[src/ssu_pkg.sv]
package ssu_pkg;

	localparam int LAYERS = 4;
	localparam int CHANNELS = 64;
	localparam int STATES = 16;
	localparam int DEPTH = LAYERS * CHANNELS * STATES;
	localparam int AW = $clog2(DEPTH);
	localparam int QDEPTH = 2;

	localparam int QW = 32;
	localparam int FRAC = 16;
	localparam logic signed [QW-1:0] Q_ONE = 32'sd65536;
	localparam logic signed [QW-1:0] FLOOR_RESET = -32'sd124518;
	localparam logic signed [QW-1:0] QMAX = 32'sh7fffffff;
	localparam logic signed [QW-1:0] QMIN = 32'sh80000000;

	typedef logic signed [QW-1:0] q_t;

	// one classified item as it waits between front and back
	typedef struct packed {
		logic [AW-1:0] addr;
		logic last;
		logic [5:0] ch;
		logic [30:0] delta;
		logic [32*6-1:0] vals;
	} item_t;

	// saturate a 66-bit signed value to Q16.16
	function automatic q_t sat32(input logic signed [65:0] x, output logic ovf);
		begin
			ovf = 1'b0;
			sat32 = x[QW-1:0];
			if (x > 66'sh0_7fff_ffff) begin
				ovf = 1'b1;
				sat32 = QMAX;
			end else if (x < -66'sh0_8000_0000) begin
				ovf = 1'b1;
				sat32 = QMIN;
			end
		end
	endfunction

	// product shifted right by 16 (floor), sign-extended to 66 bits
	function automatic logic signed [65:0] pshift(input logic signed [63:0] p);
		begin
			pshift = 66'(p >>> FRAC);
		end
	endfunction

endpackage

[src/ssu_if.sv]
interface ssu_in_if;
	logic valid;
	logic ready;
	logic [1:0] layer_index;
	logic [5:0] channel;
	logic [3:0] state_index;
	logic [30:0] delta;
	logic signed [31:0] a_coef;
	logic signed [31:0] b_val;
	logic signed [31:0] c_val;
	logic signed [31:0] u_val;
	logic signed [31:0] d_skip;
	logic signed [31:0] gate;
	modport source (output valid, layer_index, channel, state_index, delta, a_coef, b_val,
		c_val, u_val, d_skip, gate, input ready);
	modport sink (input valid, layer_index, channel, state_index, delta, a_coef, b_val,
		c_val, u_val, d_skip, gate, output ready);
endinterface


[src/ssu_front.sv]
module ssu_front (
	input  logic clk,
	input  logic arst_n,
	ssu_in_if.sink in,
	input  logic push_ready,
	output logic push_valid,
	output logic [ssu_pkg::AW-1:0] push_addr,
	output logic push_last,
	output logic [5:0] push_ch,
	output logic [30:0] push_delta,
	output logic [32*6-1:0] push_vals
);
	import ssu_pkg::*;

	item_t item;
	item_t fifo_q [QDEPTH];
	logic wr_ptr_q, rd_ptr_q;
	logic [1:0] cnt_q;
	logic do_push, do_pop;

	// sizes are powers of two, so the index fields map straight onto the address
	always_comb begin
		item.addr = {in.layer_index, in.channel, in.state_index};
		item.last = (in.state_index == 4'(STATES - 1));
		item.ch = in.channel;
		item.delta = in.delta;
		item.vals = {in.a_coef, in.b_val, in.c_val, in.u_val, in.d_skip, in.gate};
	end

	assign in.ready = (cnt_q != 2'(QDEPTH));
	assign push_valid = (cnt_q != 2'd0);
	assign do_push = in.valid && in.ready;
	assign do_pop = push_valid && push_ready;

	always_ff @(posedge clk or negedge arst_n) begin
		if (!arst_n) begin
			wr_ptr_q <= 1'b0;
			rd_ptr_q <= 1'b0;
			cnt_q <= '0;
		end else begin
			if (do_push) wr_ptr_q <= ~wr_ptr_q;
			if (do_pop) rd_ptr_q <= ~rd_ptr_q;
			unique case ({do_push, do_pop})
				2'b10: cnt_q <= cnt_q + 2'd1;
				2'b01: cnt_q <= cnt_q - 2'd1;
				default: ;
			endcase
		end
	end

	always_ff @(posedge clk) begin
		if (do_push) fifo_q[wr_ptr_q] <= item;
	end

	assign push_addr = fifo_q[rd_ptr_q].addr;
	assign push_last = fifo_q[rd_ptr_q].last;
	assign push_ch = fifo_q[rd_ptr_q].ch;
	assign push_delta = fifo_q[rd_ptr_q].delta;
	assign push_vals = fifo_q[rd_ptr_q].vals;
endmodule

[src/flat_wrapper.sv]
// flat-port wrapper written by rule: the top's interface ports become plain ports
module ssu_front_flat import ssu_pkg::*;
  (clk, arst_n, push_ready, push_valid, push_addr, push_last, push_ch, push_delta, push_vals, in_valid, in_layer_index, in_channel, in_state_index, in_delta, in_a_coef, in_b_val, in_c_val, in_u_val, in_d_skip, in_gate, in_ready);
  ssu_in_if in_i ();
  input  logic clk;
  input  logic arst_n;
  input  logic push_ready;
  output logic push_valid;
  output logic [ssu_pkg::AW-1:0] push_addr;
  output logic push_last;
  output logic [5:0] push_ch;
  output logic [30:0] push_delta;
  output logic [32*6-1:0] push_vals;
  input wire logic [$bits(in_i.valid)-1:0] in_valid;
  input wire logic [$bits(in_i.layer_index)-1:0] in_layer_index;
  input wire logic [$bits(in_i.channel)-1:0] in_channel;
  input wire logic [$bits(in_i.state_index)-1:0] in_state_index;
  input wire logic [$bits(in_i.delta)-1:0] in_delta;
  input wire logic [$bits(in_i.a_coef)-1:0] in_a_coef;
  input wire logic [$bits(in_i.b_val)-1:0] in_b_val;
  input wire logic [$bits(in_i.c_val)-1:0] in_c_val;
  input wire logic [$bits(in_i.u_val)-1:0] in_u_val;
  input wire logic [$bits(in_i.d_skip)-1:0] in_d_skip;
  input wire logic [$bits(in_i.gate)-1:0] in_gate;
  output wire logic [$bits(in_i.ready)-1:0] in_ready;
  assign in_i.valid = in_valid;
  assign in_i.layer_index = in_layer_index;
  assign in_i.channel = in_channel;
  assign in_i.state_index = in_state_index;
  assign in_i.delta = in_delta;
  assign in_i.a_coef = in_a_coef;
  assign in_i.b_val = in_b_val;
  assign in_i.c_val = in_c_val;
  assign in_i.u_val = in_u_val;
  assign in_i.d_skip = in_d_skip;
  assign in_i.gate = in_gate;
  assign in_ready = in_i.ready;
  ssu_front u_core (.clk(clk), .arst_n(arst_n), .in(in_i), .push_ready(push_ready), .push_valid(push_valid), .push_addr(push_addr), .push_last(push_last), .push_ch(push_ch), .push_delta(push_delta), .push_vals(push_vals));
endmodule
[config.mk]
export PLATFORM = sky130hd
export DESIGN_NAME = ssu_front_flat
export DESIGN_NICKNAME = d
export VERILOG_FILES = /design/src/ssu_pkg.sv /design/src/ssu_if.sv /design/src/ssu_front.sv /design/src/flat_wrapper.sv
export SDC_FILE = /design/constraint.sdc
export NUM_CORES = 1
export LEC_CHECK = 0
export ABC_AREA = 1
export BUFFER_PORTS_ARGS = -buffer_cell sky130_fd_sc_hd__buf_4
export CAP_MARGIN = 30
export CORE_AREA = 2 2 185 187
export DETAILED_ROUTE_END_ITERATION = 12
export DIE_AREA = 0 0 187 189
export PLACE_DENSITY = 0.78
export SETUP_SLACK_MARGIN = 0.05
export SLEW_MARGIN = 20
export SYNTH_ARGS = -nofsm -noshare
export SYNTH_HDL_FRONTEND = slang
export SYNTH_SLANG_ARGS = --single-unit
[constraint.sdc]
create_clock -name clk -period 22.3 [get_ports clk]
set_input_delay 3.345 -clock clk [delete_from_list [all_inputs] [get_ports clk]]
set_output_delay 3.345 -clock clk [all_outputs]
set_load 0.005 [all_outputs]
== After elaboration in Yosys (flattened, before gate mapping) ==
Memory sizes are Yosys's and may differ from the RTL's.
Cells that the tools add are included.
Storage, ports and cells
  flip-flop bits (word level): 4
  memory bits (writable): 484
  input bits: 239
  word-level logic and storage cells: 19
  memories kept: 1
Operators by class
  add/sub/neg operators: 2
  eq/ne operators: 4
  muxes and demuxes: 3
  bitwise gates (word level): 2
  reductions and logical operators: 4
Memories
  u_core.fifo_q: words 2, width 242, rd ports 1, clocked after Yosys merged registers in 0, wr ports 1, line ssu_front.sv:16  | item_t fifo_q [QDEPTH];
Operators with widths (count)
  equality test 4 bit, second input constant: 1
  case mux 2 bit (2 select lines): 1
  nonzero test 2 bit: 2
  adder 2 x 1 -> 2 bit, second input constant: 1
  equality test 2 x 1 -> 1 bit, second input constant: 1
  equality test 2 bit, second input constant: 1
  logical AND 1 bit: 2
  2-to-1 mux 1 bit: 2
  != test 2 bit, second input constant: 1
  inverter 1 bit: 2
  subtractor 2 x 1 -> 2 bit, second input constant: 1

== Longest topological paths before layout ==
Gate-level depths: netlist of the first run.
  word-level depth: 4
  depth in mapped cells: 10
  depth with buffers taken out: 10

== Worst setup path before layout of the first run ==
Ideal clock, no wire load.
  path kind: input to register
  start point: in in_valid
  end point: mem u_core.fifo_q[1][0] (netlist bit), enable pin
  arrival: 13237 ps
  data required time: 21462 ps
  path slack: 8225 ps
  stages: 2
  cells stage by stage: nand2_1 > nor2_1
Between the ends
  cells in the longest elaborated chain, start to end: 3
RTL lines
  from (decl): line flat_wrapper.sv:14  | input wire logic [$bits(in_i.valid)-1:0] in_valid;
  logical AND 1 bit: line ssu_front.sv:32  | assign do_push = in.valid && in.ready;
  2-to-1 mux 1 bit: line ssu_front.sv:52  | if (do_push) fifo_q[wr_ptr_q] <= item;
  2-to-1 mux 1 bit (implied by the code): line ssu_front.sv:52
  to (decl): line ssu_front.sv:16
Every way passes these cells.

== Worst setup path after layout of the first run ==
  start point: reg u_core.rd_ptr_q
  end point: out push_addr[8] (netlist bit)
Between the ends
  cells in the longest elaborated chain, start to end: 1
RTL lines
  from (decl): line ssu_front.sv:17  | logic wr_ptr_q, rd_ptr_q;
  from (signal assigned): line ssu_front.sv:42  | if (do_pop) rd_ptr_q <= ~rd_ptr_q;
  memory read (2 x 242 bit)
  to (decl): line flat_wrapper.sv:9  | output logic [ssu_pkg::AW-1:0] push_addr;
Every way passes these cells.

==> flow_summary.ini, run 1 <==
[outcome]
outcome = finished, final reports clean

[cts]
cts_setup_buffers = 0
cts_resized = 0
cts_sinks = 476
htree_levels = 2
path_clk_slew_ns = 0.06
clk_path_buf_depth = 3
clock_latency_ns = 0.54
cts_buffers = 47
cts_tree = yes
postCtsHoldBufs = 0
root_buffer = clkbuf_16

[synthesis]
yosysMostFrequentCell = nand2_1
synthTopCellsByArea = edfxtp_1, nand2_1, buf_4
yosysWarnings = 0
synthTopCellsByCount = nand2_1, edfxtp_1, buf_2, buf_4, inv_1
synth_cell_type_count = 13
synth_top_area_share_pct = 81.4
async_flop_share_pct = 0.840
synth_edf_count = 472
syn_inst = 1271
synthFlopType = edfxtp_1
syn-mean-instance-area_um2 = 13.7
synth_top_area_cell = edfxtp_1
ys_seq_area_share_pct = 81.9
synth_nets = 1511
yosys_register_bits = 476
synth.cell_area_um2 = 17400

[global_route]
antenna_found_initial = 2
grt_pass1_vias = 11100
gr-total-overflow = 0
grt_pass1_wl_um = 61500
grt_usage_pct = 23.0
grt_max_degree = 93

[final_layout]
fillCellCount = 2188
area_delta_synth_final_pct = 31.6
final_core_util_pct = 68.9
multi_input_area_um2 = 2780
final_layout_size_suffix_gt1_share_pct = 31.6
seqCellArea_um2 = 14300
nNetsFinal = 2001

[place]
numPortBuffers = 482
dp_hpwl_um = 28000
preCtsSetupSlack_ns = 15.90
place_congestion = 0.848

[critical_path]
reg2reg_depth = 7
crit_family = buffers and inverters
cp_max_fo = 92
cpPeakStageDelay_ns = 0.71
required_ns = 18.95
worst_ep_arrival_time_ns = 3.02
path_cells = inv_6 > buf_4 > nand2_1 > nand2_1 > buf_4
crit_path_start_kind = register
crit_cells = 5
timing.reg2reg.setup_slack_ns = 19.12
cp_slowest_cell = dfrtp_4
worst-path-buf-inv = 3
r2r-start = u_core.cnt_q[0]$_DFFE_PN0P_
criticalPathCategory = register to output port
endpoint_kind = output port
r2r-end = u_core.fifo_q[0][222]$_DFFE_PP_

[drt]
drtIter0Drc = 816
drt-total-wl_um = 41900
drtPass1Iterations = 7
num_vias = 11100
route.detailed.drc = 0
avgRoutedWirePerCell_um = 18.7
vias_per_cell = 4.95
antenna_left = 0

[die]
num_io_pins = 483
core-area_um2 = 33300
die_x_um = 187
die_y_um = 189
start_util_pct = 52.4
core.rowCount = 67
dieArea_um2 = 35300

[sta]
rsz0062_at_grt = false
drv_slew = 0
setup_slack_ns = 15.93
fmax_ghz = 0.157
whs_ns = 0.505
period_minus_slack_ns = 6.37
worst_slew_pin_slew_ns = 0.937
slew_headroom_pct = 37.5
timing.final.hold_violations = 0
period_share_pct = 28.6
setup_violations = 0
tns_ns = 0
finClkSkew_ns = 0.0171

[run]
cap_violations = 0

[power_and_ir_drop]
p_per_area_nw_per_um2 = 131
leakagePower_nw = 9.76
ir_drop_mv = 0.0845

[min_path]
hold_path_depth = 1
min_to = u_core.cnt_q[0]$_DFFE_PN0P_
worstHoldStart = u_core.cnt_q[0]$_DFFE_PN0P_
hp-class = register to register
-- metrics by stage --
step                area (um^2)  total power [W]  cells
detailed placement        21400          0.00229   2156
floorplan                 17400          0.00182   1271
global route              22900          0.00315   2243
global placement          21300          0.00225   2153
finish                    22900          0.00300   2243
CTS                       22800          0.00301   2238
-- worst register-to-register path: stages, from the launching register on --
cell	delay (ns)
dfrtp_1	0.38
inv_1	0.08
nand2_1	0.13
nand2_1	0.17
nor2_4	0.54
buf_4	0.73
buf_4	0.50
buf_16	0.31
-- power breakdown --
part           total (W)  internal (W)  switching (W)
logic           0.000997      0.000424       0.000573
registers        0.00128       0.00122      0.0000604
clock network   0.000725      0.000412       0.000314
total            0.00300       0.00206       0.000947
-- registers in the layout (all words and copies together) (netlist names) --
register         cells
u_core.cnt_q         2
u_core.fifo_q      472
u_core.rd_ptr_q      1
u_core.wr_ptr_q      1
-- logic make-up (layout without fill, tap and decap cells) --
group / count (synthesis) / count (layout) / synth area share [%]
other: 0 / 1 / 0
flip-flops: 476 / 476 / 81.9
buffers and inverters: 65 / 588 / 2.23
AO/OA/AOI/OAI: 1 / 1 / 0.0287
AND/OR/NAND/NOR: 727 / 727 / 15.7
XOR/XNOR: 1 / 1 / 0.0503
adder cells (fa/ha/maj): 1 / 1 / 0.0718
-- cell type report --
| type | instances | share of cell area, % |
|---|---|---|
| Multi-Input combinational cell | 730 | 12.1 |
| Inverter | 7 | 0.136 |
| Sequential cell | 476 | 62.3 |
| Tap cell | 448 | 2.44 |
| Antenna cell | 1 | 0.0109 |
| Timing Repair Buffer | 499 | 16.9 |
| Clock inverter | 22 | 0.600 |
| Clock buffer | 60 | 5.53 |
-- worst max-delay path by stage --
stage                           startpoint                              end
2_1_floorplan                     in_valid    u_core.fifo_q[1][0]$_DFFE_PP_
6_report       u_core.rd_ptr_q$_DFFE_PN0P_                     push_addr[8]
4_1_cts        u_core.rd_ptr_q$_DFFE_PN0P_                    push_vals[42]
3_3_place_gp                      in_valid  u_core.fifo_q[0][159]$_DFFE_PP_
3_5_place_dp                      in_valid   u_core.fifo_q[1][55]$_DFFE_PP_
5_1_grt        u_core.rd_ptr_q$_DFFE_PN0P_                     push_addr[8]
-- layer usage --
metal	track usage, %	up-vias	part of all wire, %
met5	0	-	0.031
met4	9.28	2	3.9
met3	7.17	83	9.4
met2	40.2	513	50
met1	26.4	5230	36
li1	-	5268	-
-- placed cells by master (no fill, tap or decap) --
master / netlist / routed
clkinv_4: 0 / 1
clkbuf_16: 0 / 49
ha_1: 1 / 1
buf_4: 29 / 492
clkinv_2: 0 / 10
xnor2_1: 1 / 1
inv_6: 0 / 1
nor2_4: 0 / 2
dfrtp_4: 0 / 1
a21oi_1: 1 / 1
nand4_1: 1 / 1
diode_2: 0 / 1
inv_1: 6 / 6
dfrtp_1: 4 / 3
nand3_1: 2 / 2
clkinv_1: 0 / 7
nand2_1: 720 / 720
clkbuf_1: 0 / 11
nor2_1: 4 / 2
buf_16: 0 / 6
buf_12: 0 / 1
bufinv_16: 0 / 1
edfxtp_1: 472 / 472
clkinvlp_4: 0 / 3
(Power assumes the default switching activity.)
==> inputs of run 2 (changes only) <==
--- a/config.mk
+++ b/config.mk
@@ -8,10 +8,10 @@
 export ABC_AREA = 1
 export BUFFER_PORTS_ARGS = -buffer_cell sky130_fd_sc_hd__buf_4
 export CAP_MARGIN = 30
-export CORE_AREA = 2 2 185 187
+export CORE_MARGIN = 2
+export CORE_UTILIZATION = 52
 export DETAILED_ROUTE_END_ITERATION = 12
-export DIE_AREA = 0 0 187 189
-export PLACE_DENSITY = 0.78
+export PLACE_DENSITY = 0.77
 export SETUP_SLACK_MARGIN = 0.05
 export SLEW_MARGIN = 20
 export SYNTH_ARGS = -nofsm -noshare
==> constraint.sdc (replaced) <==
create_clock -name clk -period 6.64 [get_ports clk]
set_input_delay 0.996 -clock clk [delete_from_list [all_inputs] [get_ports clk]]
set_output_delay 0.996 -clock clk [all_outputs]
set_load 0.005 [all_outputs]
==> run 2 against run 1 <==
Effect of this change: via count rose by 0.27%; worst hold slack got worse by 0.27 ns; non-clock buffer count fell by 6; first-iteration DRC count up 1.3%; total power grew to 3.3 times the previous value; combinational power rose to 3.2 times the previous value; critical path type unchanged; cell area shrank 0.80%; global-route usage down 0.11 points; largest cell class unchanged; critical endpoint is now push_vals[152].
==> flow_summary.ini, run 2 (same netlist as run 1, synthesis figures left out) <==
[cts]
root_buffer = clkbuf_16
cts_resized = 0
htree_levels = 2
clk_path_buf_depth = 3
cts_sinks = 476
cts_tree = yes
cts_buffers = 45
path_clk_slew_ns = 0.06
postCtsHoldBufs = 0
cts_setup_buffers = 0
clock_latency_ns = 0.54

[die]
die_y_um = 187
core.rowCount = 67
die_x_um = 187
dieArea_um2 = 35000
core-area_um2 = 33300
num_io_pins = 483
start_util_pct = 52.4

[sta]
slew_headroom_pct = 39.5
setup_slack_ns = 2.54
timing.final.hold_violations = 0
drv_slew = 0
fmax_ghz = 0.244
whs_ns = 0.239
finClkSkew_ns = 0.0148
setup_violations = 0
tns_ns = 0
period_share_pct = 61.8
rsz0062_at_grt = false
worst_slew_pin_slew_ns = 0.908
period_minus_slack_ns = 4.10

[drt]
wl_met1_um = 14800
avgRoutedWirePerCell_um = 18.3
num_vias = 11100
wl_met2_um = 20800
drt-total-wl_um = 41000
vias_per_cell = 4.98
drtIter0Drc = 827
routed.top_layer = met4
drtPass1Iterations = 5
antenna_left = 0
wl_met3_um = 3820
route.detailed.drc = 0

[place]
dp_hpwl_um = 26900
numPortBuffers = 482
dpl_cell_area_um2 = 21400
place_congestion = 0.832
preCtsSetupSlack_ns = 3.08

[global_route]
grt_usage_pct = 22.9
antenna_found_initial = 3
grt_max_degree = 139
gr-total-overflow = 0
grt_pass1_vias = 11000
grt_pass1_wl_um = 60800

[min_path]
hp-class = input pin to asynchronous set/reset pin

[final_layout]
regMostFlops = u_core.fifo_q
fin_area_um2 = 22700
nNetsFinal = 1993
most-common-layout-cells = nand2_1, buf_4, edfxtp_1
area_delta_synth_final_pct = 30.6
largest_register_ffs = 472
final_common_cell = nand2_1
reg.largest.list = u_core.fifo_q x472, u_core.cnt_q x2
final_layout_size_suffix_gt1_share_pct = 31.1

[power_and_ir_drop]
ir_drop_mv = 0.304
p_per_area_nw_per_um2 = 435
leakagePower_nw = 9.67

[critical_path]
crit_family = buffers and inverters
endpoint_kind = output port
cp_slowest_cell = dfrtp_4
criticalPathCategory = register to output port
cpPeakStageDelay_ns = 0.81
crit_path_start_kind = register
path_cells = inv_6 > buf_12 > nand2_1 > nand2_1 > buf_4
required_ns = 5.64
worst-path-buf-inv = 3
worst_ep_arrival_time_ns = 3.11
crit_top_cell = nand2_1
cp_max_fo = 138

[outcome]
outcome = finished, final reports clean

[run]
cap_violations = 0
run 2: layer usage:
layer | global-route usage, % | vias up
met5 | 0 | -
met4 | 10.3 | 0
met3 | 7.28 | 86
met2 | 39.0 | 522
met1 | 26.6 | 5269
li1 | - | 5249
run 2: path summary, 6_finish.rpt:
check                                             from                               to  slack [ns]  cells after the start
max in group asynchronous                       arst_n      u_core.rd_ptr_q$_DFFE_PN0P_        6.28                      1
min reg2reg                u_core.cnt_q[0]$_DFFE_PN0P_      u_core.cnt_q[0]$_DFFE_PN0P_        0.50                      1
min in group clk           u_core.cnt_q[0]$_DFFE_PN0P_      u_core.cnt_q[0]$_DFFE_PN0P_        0.50                      1
max reg2reg                u_core.cnt_q[0]$_DFFE_PN0P_  u_core.fifo_q[0][105]$_DFFE_PP_        4.18                      7
max                        u_core.rd_ptr_q$_DFFE_PN0P_                   push_vals[152]        2.54                      5
min                                             arst_n      u_core.wr_ptr_q$_DFFE_PN0N_        0.24                      1
run 2: worst register-to-register path, delay by kind of cell, from the launching register on:
family                 cells  cell delay, ns
AND/OR/NAND/NOR            3            0.38
buffers and inverters      4            1.28
flip-flops                 1            0.38
run 2: where the power goes:
| group | total (W) | internal, W | leakage [nW] | switching, W |
|---|---|---|---|---|
| Combinational | 0.00323 | 0.00138 | 4.58 | 0.00185 |
| Clock | 0.00233 | 0.00131 | 0.646 | 0.00102 |
| Sequential | 0.00433 | 0.00410 | 4.44 | 0.000233 |
| Total | 0.00990 | 0.00680 | 9.67 | 0.00310 |
run 2: per-stage QoR:
stage / total power, W / cells / utilization, %
floorplan: 0.00599 / 1271 / -
global placement: 0.00754 / 2152 / 64.2
detailed placement: 0.00764 / 2153 / 64.3
CTS: 0.00997 / 2230 / 68.2
global route: 0.0104 / 2234 / 68.4
finish: 0.00990 / 2234 / 68.4
run 2: final cells by class:
type	instances	area, um^2
multi-input combinational	730	2780
timing repair buffer	493	3780
clock inverter	23	158
sequential	476	14300
inverter	7	31.3
antenna	3	7.51
fill	2215	10500
clock buffer	54	1160
tap	448	561
